File: src/sv/nalsplit_pkg.sv
// Package with the shared types and constants of the Annex B NAL unit splitter.
package nalsplit_pkg;

    localparam int OFFSET_BITS_DEF = 32;
    localparam int OUT_BITS = 32;
    localparam int PADDR_BITS = 3;
    localparam int PDATA_BITS = 32;
    localparam int FIFO_DEPTH = 8;

    localparam logic [PADDR_BITS-3:0] REG_CODEC_MODE = 1'b0;

    localparam logic CODEC_H264 = 1'b0;
    localparam logic CODEC_HEVC = 1'b1;

    localparam logic [7:0] START_CODE_LAST = 8'h01;

    typedef enum logic [1:0] {
        HDR_NONE   = 2'd0,
        HDR_FIRST  = 2'd1,
        HDR_SECOND = 2'd2
    } t_hdr_phase;

    typedef struct packed {
        logic [OUT_BITS-1:0] nal_offset;
        logic [OUT_BITS-1:0] nal_size;
        logic [5:0]          nal_type;
        logic [5:0]          layer_id;
        logic signed [3:0]   tid_minus1;
        logic                last_nal;
    } t_nal_rec;

endpackage

File: src/sv/nalsplit_if.sv
// Stream interfaces for the input bytes and the NAL records of the splitter.
interface nalsplit_in_if;
    logic       valid;
    logic       ready;
    logic [7:0] data_byte;
    logic       stream_end;

    modport source (output valid, output data_byte, output stream_end, input ready);
    modport sink (input valid, input data_byte, input stream_end, output ready);
endinterface

interface nalsplit_out_if;
    logic                                 valid;
    logic                                 ready;
    logic [nalsplit_pkg::OUT_BITS-1:0]    nal_offset;
    logic [nalsplit_pkg::OUT_BITS-1:0]    nal_size;
    logic [5:0]                           nal_type;
    logic [5:0]                           layer_id;
    logic signed [3:0]                    tid_minus1;
    logic                                 last_nal;

    modport source (output valid, output nal_offset, output nal_size, output nal_type,
                    output layer_id, output tid_minus1, output last_nal, input ready);
    modport sink (input valid, input nal_offset, input nal_size, input nal_type,
                  input layer_id, input tid_minus1, input last_nal, output ready);
endinterface

File: src/sv/annexb_nal_unit_splitter.sv
// Top level of the Annex B NAL unit splitter with its APB register and record queue.
//
// Channel   Direction  Beat
// i_in      sink       one stream byte with its end-of-stream flag
// o_out     source     one NAL record: offset, size, header fields, last flag
// APB       slave      codec mode register at byte address 0
//
// One byte is taken per cycle; it is registered, decoded against the parser
// state in the next cycle and its zero, one or two records enter an 8-entry queue.
// The input stalls while the queue holds more than four records, which leaves
// room for the byte in flight and the one being taken.
// Reset is synchronous and active low and clears the parser state and the queue.
module annexb_nal_unit_splitter #(
    parameter int OFFSET_BITS = nalsplit_pkg::OFFSET_BITS_DEF
) (
    input  logic                                  i_clk,
    input  logic                                  i_rst_n,
    nalsplit_in_if.sink                           i_in,
    nalsplit_out_if.source                        o_out,
    input  logic                                  psel,
    input  logic                                  penable,
    input  logic                                  pwrite,
    input  logic [nalsplit_pkg::PADDR_BITS-1:0]   paddr,
    input  logic [nalsplit_pkg::PDATA_BITS-1:0]   pwdata,
    output logic [nalsplit_pkg::PDATA_BITS-1:0]   prdata,
    output logic                                  pready
);

    localparam int DEPTH = nalsplit_pkg::FIFO_DEPTH;
    localparam int PTR_BITS = $clog2(DEPTH);
    localparam int CNT_BITS = PTR_BITS + 1;
    localparam logic [OFFSET_BITS-1:0] POS_MAX = '1;

    function automatic logic [nalsplit_pkg::OUT_BITS-1:0] sat_out(
        input logic [OFFSET_BITS-1:0] x
    );
        logic [OFFSET_BITS-1:0] lim;
        lim = OFFSET_BITS'(64'h0000_0000_FFFF_FFFF);
        if (x > lim) begin
            sat_out = '1;
        end else begin
            sat_out = nalsplit_pkg::OUT_BITS'(x);
        end
    endfunction

    logic                              r_codec_mode;
    logic                              cfg_wr;
    logic [nalsplit_pkg::PADDR_BITS-3:0] cfg_idx;

    logic                              r_in_valid;
    logic [7:0]                        r_in_byte;
    logic                              r_in_end;

    logic [OFFSET_BITS-1:0]            r_pos, n_pos;
    logic [1:0]                        r_zrun, n_zrun;
    logic                              r_pend, n_pend;
    logic [OFFSET_BITS-1:0]            r_poff, n_poff;
    logic [5:0]                        r_ptype, n_ptype;
    logic [5:0]                        r_player, n_player;
    logic [3:0]                        r_ptemp, n_ptemp;
    nalsplit_pkg::t_hdr_phase          r_hphase, n_hphase;

    nalsplit_pkg::t_nal_rec            r_fifo [DEPTH];
    logic [PTR_BITS-1:0]               r_wr, r_rd;
    logic [CNT_BITS-1:0]               r_cnt;

    logic                              start_hit;
    logic [OFFSET_BITS-1:0]            start_pos;
    logic [OFFSET_BITS-1:0]            stream_len;
    logic                              push_a, push_b;
    nalsplit_pkg::t_nal_rec            rec_a, rec_b, wr0_rec;
    logic [1:0]                        n_push;
    logic                              pop;
    logic [5:0]                        h_type, h_layer;
    logic [3:0]                        h_temp;

    // Configuration port.
    assign pready  = 1'b1;
    assign cfg_idx = paddr[nalsplit_pkg::PADDR_BITS-1:2];
    assign cfg_wr  = psel && penable && pwrite && pready
                     && (cfg_idx == nalsplit_pkg::REG_CODEC_MODE);

    always_comb begin
        prdata = '0;
        if (cfg_idx == nalsplit_pkg::REG_CODEC_MODE) begin
            prdata[0] = r_codec_mode;
        end
    end

    always_ff @(posedge i_clk) begin
        if (!i_rst_n) begin
            r_codec_mode <= nalsplit_pkg::CODEC_H264;
        end else if (cfg_wr) begin
            r_codec_mode <= pwdata[0];
        end
    end

    // Input register.
    assign i_in.ready = (r_cnt <= CNT_BITS'(DEPTH - 4));

    always_ff @(posedge i_clk) begin
        if (!i_rst_n) begin
            r_in_valid <= 1'b0;
        end else begin
            r_in_valid <= i_in.valid && i_in.ready;
        end
    end

    always_ff @(posedge i_clk) begin
        if (i_in.valid && i_in.ready) begin
            r_in_byte <= i_in.data_byte;
            r_in_end  <= i_in.stream_end;
        end
    end

    // Header phase sequencing.
    always_comb begin
        if (start_hit) begin
            n_hphase = nalsplit_pkg::HDR_FIRST;
        end else begin
            case (r_hphase)
                nalsplit_pkg::HDR_FIRST: n_hphase = nalsplit_pkg::HDR_SECOND;
                default:                 n_hphase = nalsplit_pkg::HDR_NONE;
            endcase
        end
        if (r_in_end) begin
            n_hphase = nalsplit_pkg::HDR_NONE;
        end
    end

    // Parser datapath for the registered byte.
    always_comb begin
        h_type  = r_ptype;
        h_layer = r_player;
        h_temp  = r_ptemp;
        case (r_hphase)
            nalsplit_pkg::HDR_FIRST: begin
                if (r_codec_mode == nalsplit_pkg::CODEC_HEVC) begin
                    h_type  = r_in_byte[6:1];
                    h_layer = {r_in_byte[0], 5'd0};
                    h_temp  = 4'hf;
                end else begin
                    h_type  = {1'b0, r_in_byte[4:0]};
                    h_layer = 6'd0;
                    h_temp  = 4'd0;
                end
            end
            nalsplit_pkg::HDR_SECOND: begin
                if (r_codec_mode == nalsplit_pkg::CODEC_HEVC) begin
                    h_layer = {r_player[5], r_in_byte[7:3]};
                    h_temp  = {1'b0, r_in_byte[2:0]} - 4'd1;
                end
            end
            default: begin
                h_type = r_ptype;
            end
        endcase

        start_hit = (r_in_byte == nalsplit_pkg::START_CODE_LAST) && (r_zrun >= 2'd2);
        start_pos = r_pos - OFFSET_BITS'(2) - OFFSET_BITS'(r_zrun == 2'd3);
        stream_len = (r_pos != POS_MAX) ? r_pos + OFFSET_BITS'(1) : POS_MAX;

        rec_a.nal_offset  = sat_out(r_poff);
        rec_a.nal_size    = sat_out((start_pos > r_poff) ? start_pos - r_poff : '0);
        rec_a.nal_type    = h_type;
        rec_a.layer_id    = h_layer;
        rec_a.tid_minus1  = h_temp;
        rec_a.last_nal    = 1'b0;
        push_a = r_in_valid && start_hit && r_pend;

        n_pend   = r_pend;
        n_poff   = r_poff;
        n_ptype  = h_type;
        n_player = h_layer;
        n_ptemp  = h_temp;
        if (start_hit) begin
            n_pend   = 1'b1;
            n_poff   = start_pos;
            n_ptype  = 6'd0;
            n_player = 6'd0;
            n_ptemp  = (r_codec_mode == nalsplit_pkg::CODEC_HEVC) ? 4'hf : 4'd0;
        end

        rec_b.nal_offset  = sat_out(n_poff);
        rec_b.nal_size    = sat_out((stream_len > n_poff) ? stream_len - n_poff : '0);
        rec_b.nal_type    = n_ptype;
        rec_b.layer_id    = n_player;
        rec_b.tid_minus1  = n_ptemp;
        rec_b.last_nal    = 1'b1;
        push_b = r_in_valid && r_in_end && n_pend;

        if (r_in_byte == 8'd0) begin
            n_zrun = (r_zrun != 2'd3) ? r_zrun + 2'd1 : 2'd3;
        end else begin
            n_zrun = 2'd0;
        end

        if (r_in_end) begin
            n_pos    = '0;
            n_zrun   = 2'd0;
            n_pend   = 1'b0;
            n_poff   = '0;
            n_ptype  = 6'd0;
            n_player = 6'd0;
            n_ptemp  = 4'd0;
        end else begin
            n_pos = (r_pos != POS_MAX) ? r_pos + OFFSET_BITS'(1) : POS_MAX;
        end

        wr0_rec = push_a ? rec_a : rec_b;
        n_push  = {1'b0, push_a} + {1'b0, push_b};
    end

    always_ff @(posedge i_clk) begin
        if (!i_rst_n) begin
            r_pos    <= '0;
            r_zrun   <= 2'd0;
            r_pend   <= 1'b0;
            r_poff   <= '0;
            r_ptype  <= 6'd0;
            r_player <= 6'd0;
            r_ptemp  <= 4'd0;
            r_hphase <= nalsplit_pkg::HDR_NONE;
        end else if (r_in_valid) begin
            r_pos    <= n_pos;
            r_zrun   <= n_zrun;
            r_pend   <= n_pend;
            r_poff   <= n_poff;
            r_ptype  <= n_ptype;
            r_player <= n_player;
            r_ptemp  <= n_ptemp;
            r_hphase <= n_hphase;
        end
    end

    // Record queue.
    assign pop = o_out.valid && o_out.ready;

    always_ff @(posedge i_clk) begin
        if (push_a || push_b) begin
            r_fifo[r_wr] <= wr0_rec;
        end
        if (push_a && push_b) begin
            r_fifo[r_wr + PTR_BITS'(1)] <= rec_b;
        end
    end

    always_ff @(posedge i_clk) begin
        if (!i_rst_n) begin
            r_wr  <= '0;
            r_rd  <= '0;
            r_cnt <= '0;
        end else begin
            r_wr  <= r_wr + PTR_BITS'(n_push);
            r_rd  <= r_rd + PTR_BITS'(pop);
            r_cnt <= r_cnt + CNT_BITS'(n_push) - CNT_BITS'(pop);
        end
    end

    assign o_out.valid       = (r_cnt != '0);
    assign o_out.nal_offset  = r_fifo[r_rd].nal_offset;
    assign o_out.nal_size    = r_fifo[r_rd].nal_size;
    assign o_out.nal_type    = r_fifo[r_rd].nal_type;
    assign o_out.layer_id    = r_fifo[r_rd].layer_id;
    assign o_out.tid_minus1  = r_fifo[r_rd].tid_minus1;
    assign o_out.last_nal    = r_fifo[r_rd].last_nal;

`ifndef SYNTHESIS
    a_cnt_bound: assert property (@(posedge i_clk) disable iff (!i_rst_n)
        r_cnt <= CNT_BITS'(DEPTH))
        else $error("Record queue count exceeds its depth.");

    a_room_for_byte: assert property (@(posedge i_clk) disable iff (!i_rst_n)
        r_in_valid |-> (r_cnt <= CNT_BITS'(DEPTH - 2)))
        else $error("Byte in flight without room for its records.");

    a_byte_taken: assert property (@(posedge i_clk) disable iff (!i_rst_n)
        (i_in.valid && i_in.ready) |=> r_in_valid)
        else $error("Accepted byte did not reach the input register.");

    a_cfg_write: assert property (@(posedge i_clk) disable iff (!i_rst_n)
        cfg_wr |=> (r_codec_mode == $past(pwdata[0])))
        else $error("Codec mode write was lost.");
`endif

endmodule

File: src/flat_wrapper.sv
// flat-port wrapper written by rule: the top's interface ports become plain ports
module annexb_nal_unit_splitter_flat 
#(
    parameter int OFFSET_BITS = nalsplit_pkg::OFFSET_BITS_DEF
)
  (i_clk, i_rst_n, psel, penable, pwrite, paddr, pwdata, prdata, pready, i_in_valid, i_in_data_byte, i_in_stream_end, i_in_ready, o_out_valid, o_out_nal_offset, o_out_nal_size, o_out_nal_type, o_out_layer_id, o_out_tid_minus1, o_out_last_nal, o_out_ready);
  nalsplit_in_if i_in_i ();
  nalsplit_out_if o_out_i ();
  input  logic i_clk;
  input  logic i_rst_n;
  input  logic psel;
  input  logic penable;
  input  logic pwrite;
  input  logic [nalsplit_pkg::PADDR_BITS-1:0] paddr;
  input  logic [nalsplit_pkg::PDATA_BITS-1:0] pwdata;
  output logic [nalsplit_pkg::PDATA_BITS-1:0] prdata;
  output logic pready;
  input wire logic [$bits(i_in_i.valid)-1:0] i_in_valid;
  input wire logic [$bits(i_in_i.data_byte)-1:0] i_in_data_byte;
  input wire logic [$bits(i_in_i.stream_end)-1:0] i_in_stream_end;
  output wire logic [$bits(i_in_i.ready)-1:0] i_in_ready;
  output wire logic [$bits(o_out_i.valid)-1:0] o_out_valid;
  output wire logic [$bits(o_out_i.nal_offset)-1:0] o_out_nal_offset;
  output wire logic [$bits(o_out_i.nal_size)-1:0] o_out_nal_size;
  output wire logic [$bits(o_out_i.nal_type)-1:0] o_out_nal_type;
  output wire logic [$bits(o_out_i.layer_id)-1:0] o_out_layer_id;
  output wire logic [$bits(o_out_i.tid_minus1)-1:0] o_out_tid_minus1;
  output wire logic [$bits(o_out_i.last_nal)-1:0] o_out_last_nal;
  input wire logic [$bits(o_out_i.ready)-1:0] o_out_ready;
  assign i_in_i.valid = i_in_valid;
  assign i_in_i.data_byte = i_in_data_byte;
  assign i_in_i.stream_end = i_in_stream_end;
  assign i_in_ready = i_in_i.ready;
  assign o_out_valid = o_out_i.valid;
  assign o_out_nal_offset = o_out_i.nal_offset;
  assign o_out_nal_size = o_out_i.nal_size;
  assign o_out_nal_type = o_out_i.nal_type;
  assign o_out_layer_id = o_out_i.layer_id;
  assign o_out_tid_minus1 = o_out_i.tid_minus1;
  assign o_out_last_nal = o_out_i.last_nal;
  assign o_out_i.ready = o_out_ready;
  annexb_nal_unit_splitter #(.OFFSET_BITS(OFFSET_BITS)) u_core (.i_clk(i_clk), .i_rst_n(i_rst_n), .i_in(i_in_i), .o_out(o_out_i), .psel(psel), .penable(penable), .pwrite(pwrite), .paddr(paddr), .pwdata(pwdata), .prdata(prdata), .pready(pready));
endmodule
File: config.mk
export PLATFORM = sky130hd
export DESIGN_NAME = annexb_nal_unit_splitter_flat
export DESIGN_NICKNAME = d
export VERILOG_FILES = /design/src/sv/nalsplit_pkg.sv /design/src/sv/nalsplit_if.sv /design/src/sv/annexb_nal_unit_splitter.sv /design/src/flat_wrapper.sv
export SDC_FILE = /design/constraint.sdc
export NUM_CORES = 1
export LEC_CHECK = 0
export ABC_AREA = 1
export BUFFER_PORTS_ARGS = -buffer_cell sky130_fd_sc_hd__buf_4
export CAP_MARGIN = 20
export CORE_MARGIN = 2
export CORE_UTILIZATION = 42
export CTS_CLUSTER_SIZE = 8
export DETAILED_ROUTE_END_ITERATION = 8
export PLACE_DENSITY = 0.67
export REMOVE_ABC_BUFFERS = 1
export SYNTH_ARGS = -nofsm -noshare
export SYNTH_HDL_FRONTEND = slang
export SYNTH_SLANG_ARGS = --single-unit
File: constraint.sdc
create_clock -name i_clk -period 6.75 [get_ports i_clk]
set_input_delay 0 -clock i_clk [delete_from_list [all_inputs] [get_ports i_clk]]
set_output_delay 0 -clock i_clk [all_outputs]
set_load 0.1 [all_outputs]
==> summary.txt <==
Die
  • Die area: 0.1032 sq mm
  • I/O pin count: roughly 170
  • Number of rows in the core area: 116
  • Core region area: 0.1000 sq mm
  • Initial Util: 42.28%
  • Height of the die: 321.3 microns
  • Die width: 321.3 microns

Worst setup path
  • Launching element type of the critical path: register
  • CP peak stage delay: 450 ps
  • Maximum fanout along the worst path: 18
  • Arrival time of the worst setup path: 6450 ps
  • FF-to-FF setup slack: ~650 ps
  • Endpoint required time on the critical path: 7100 ps
  • CP Class: register to register
  • Kind of end point of the critical path: register
  • Cell with the largest stage delay on the worst path: sky130_fd_sc_hd__xor2_1
  • Most prevalent standard cell on the critical path: sky130_fd_sc_hd__nand2_1

STA
  • Rel. slew slack: between 10% and 20%
  • Setup repair after global routing missed its margin: false
  • Hold Worst Slack: 34.33 ps
  • Final critical delay including setup and external delays: 6099 ps
  • Final clock skew: ~28 ps
  • Highest attainable clock frequency: ~160 MHz
  • Max-slew violation total from the final report: 0
  • Crit path setup slack, layout: 650.6 ps
  • Finish-stage setup viols: 0
  • Actual slew at the worst max-slew pin: about 1300 ps
  • Total negative slack for setup checks: 0 ps
  • Final period utilization: roughly 90%
  • Hold Fails Final Rpt: 0

Logic synthesis
  • Top-count cell post-synth: sky130_fd_sc_hd__nand2_1
  • Share of flip-flops with an asynchronous set or reset after synthesis: 0%
  • Netlist Area Pre-Place: 0.04228 sq mm
  • Sequential-to-total area share from yosys stat: between 50% and 60%
  • Post-synth top area share: approximately 46%
  • Predominant post-synthesis flop cell: sky130_fd_sc_hd__edfxtp_1
  • Synth Register Bits: approximately 750
  • Syn Inst Count: 4893
  • Mean cell area of the mapped netlist: 8.642 sq um
  • Number of library cell types mapped by synthesis: 71
  • Total of warnings raised by yosys: 0
  • Ranking of synthesized cells by instance count: sky130_fd_sc_hd__nand2_1, sky130_fd_sc_hd__nor2_1, sky130_fd_sc_hd__edfxtp_1, sky130_fd_sc_hd__o21ai_0, sky130_fd_sc_hd__o22ai_1
  • Dominant cells by area after synthesis: sky130_fd_sc_hd__edfxtp_1, sky130_fd_sc_hd__nand2_1, sky130_fd_sc_hd__o22ai_1
  • EDFF count, synth: 649
  • Leading area contributor after synthesis: sky130_fd_sc_hd__edfxtp_1

GRT
  • Combined global-route utilization of all metal layers: 28.09%
  • Sum of overflow across all layers after global routing: 0
  • Antenna violations before repair: 0
  • Number of global-route vias before repair: 35300
  • Pin count of the biggest net entering global routing: between 150 and 200
  • First-pass GRT wire length: about 220000 microns

Pwr
  • Power per cell area: 284.3 mW/mm^2
  • Worst voltage drop across the vdd grid: approximately 0.23 mV
  • Clock Power Share: a little under two fifths
  • Switch Pwr: between 4 and 5 mW
  • Proportion of power drawn by combinational gates: 24.8%
  • Total chip power: 13.45 mW
  • Switching part of the total power: 35.34%
  • Internal power summed over all cells: 8.698 mW
  • Fraction of power consumed by sequential logic: 38.0%
  • Leakage: 16.28 nW

Route
  • Average routed wire per standard cell: 23.83 microns
  • Total via count after detailed routing: 37900
  • Number of nets with antenna violations after detailed routing: 0
  • TritonRoute pass-1 iters: 8
  • Wirelength, routed: 148600 microns
  • Detailed Route Iter0 Violations: between 4000 and 5000
  • Count of unresolved DRC violations after routing: 0
  • Post-detailed-route via-to-cell ratio: 6.079

Placed design
  • GP Congestion: ~1
  • Worst setup slack after placement: 869.9 ps
  • Number of placed instances with taps included: 6038
  • Number of buffer cells added on primary ports: 101
  • HPWL after DPL: 86020 microns

Cells and area
  • Area growth, synth to finish: 11.88%
  • Fraction of final layout cells sized beyond drive strength 1: 10.07%
  • Final Non-Filler Cells: 6234
  • Antenna diodes: 0
  • Final net count: 5005

Clock network
  • Clock latency reported for the late side of the worst-skew pair: between 600 and 700 ps
  • Clock Sinks: 754
  • Clock slew seen by the registers of the worst setup and hold paths: around 50 ps
  • Cts bufs inserted: 105
  • Maximum clock insertion buffer count: 3
  • CTS tree: built
  • CTS H-tree depth: 3
  • CTS Root Cell: sky130_fd_sc_hd__clkbuf_16

Run
  • # Max-Cap Violations: 0

Run status
  • Result of the run: finished clean

Hold path
  • Kind of path behind the tightest hold check: primary input to register
layer usage:
layer  global-route usage (%)  wire length [microns]  vias up
met5                        0                      0        -
met2                    43.82                  67110     2475
met3                    5.031                  17250      374
li1                         -                      -    17130
met4                    13.14                   6683        0
met1                    37.97                  57530    17920
power by group through the flow:
stage / clock (mW) / combinational, mW / sequential (mW)
global route: 5.21 / 3.53 / 5.10
floorplan: 0 / 2.20 / 5.34
finish: 5.01 / 3.34 / 5.11
detailed placement: 0 / 3.30 / 5.19
CTS: 5.01 / 3.32 / 5.10
global placement: 0 / 3.27 / 5.19
cell families (layout without fill, tap and decap cells):
family | count (synthesis) | in the layout | share of synthesized area [%]
AO/OA/AOI/OAI | 1412 | 1412 | 19.75
other | 2 | 32 | 0.01776
buffers and inverters | 649 | 662 | 6.261
AND/OR/NAND/NOR | 1911 | 1911 | 18.62
adder cells (fa/ha/maj) | 90 | 90 | 2.734
flip-flops | 754 | 754 | 51.06
XOR/XNOR | 75 | 75 | 1.553
sequential cells by signal, summed over array words and instances, names as in the netlist:
register	count
u_core.r_ptemp	4
u_core.r_codec_mode	1
u_core.r_in_valid	1
u_core.r_rd	3
u_core.r_pos	32
u_core.r_ptype	6
u_core.r_pend	1
u_core.r_poff	32
u_core.r_hphase	2
u_core.r_in_end	1
u_core.r_player	6
u_core.r_in_byte	8
u_core.r_wr	3
u_core.r_cnt	4
u_core.r_fifo	648
u_core.r_zrun	2
final timing paths:
check                           from              endpoint  cells after the start
setup / recovery    u_core.r_zrun[1]  u_core.r_fifo[3][20]                     28
hold / removal     i_in_data_byte[2]   u_core.r_in_byte[2]                      2
setup reg to reg    u_core.r_zrun[1]  u_core.r_fifo[3][20]                     28
hold reg to reg   u_core.r_player[5]    u_core.r_player[5]                      2
critical path: cells and delay by family, from the launching register on:
kind / cells / cell delay, ps
DFF: 1 / 380
AOI/OAI and AO/OA: 7 / 1570
adders and majority gates: 4 / 990
xor gates and xnor gates: 1 / 450
buffers and inverters: 5 / 540
and+or+nand+nor: 11 / 1810
stage by stage:
stage	instance area (sq um)	utilization, %
after floorplan	40830	-
after global placement	44050	44.05
after detailed placement	44050	44.05
after CTS	47250	47.25
after global routing	47310	47.31
final	47310	47.31
cells in the final DEF, fill, tap and decap left out, types with 64 or more instances in the layout:
cell type,n
sky130_fd_sc_hd__clkbuf_1,64
sky130_fd_sc_hd__dfxtp_1,103
sky130_fd_sc_hd__a21oi_1,150
sky130_fd_sc_hd__o21ai_1,68
sky130_fd_sc_hd__edfxtp_1,649
sky130_fd_sc_hd__nand2_1,914
sky130_fd_sc_hd__ha_1,86
sky130_fd_sc_hd__buf_4,171
sky130_fd_sc_hd__nor2_1,740
sky130_fd_sc_hd__inv_1,247
sky130_fd_sc_hd__nand3_1,82
sky130_fd_sc_hd__a31oi_1,87
sky130_fd_sc_hd__o22ai_1,497
sky130_fd_sc_hd__clkbuf_16,108
sky130_fd_sc_hd__o21ai_0,512
cell type report:
class,instances,area [sq um]
multi-input combinational,3520,18250
sequential,754,21600
clock inverter,6,106.4
timing repair buffer,197,1672
tap,1298,1624
fill,9328,52690
clock buffer,173,2957
inverter,286,1101
timing repair:
item | in CTS | in global routing
hold buffers | 14 | 0
buffers inserted | 0 | 0
resized for setup | 0 | 0
endpoints found under the hold margin | 29 | 0
No activity file was read; power rests on OpenSTA's default activity.
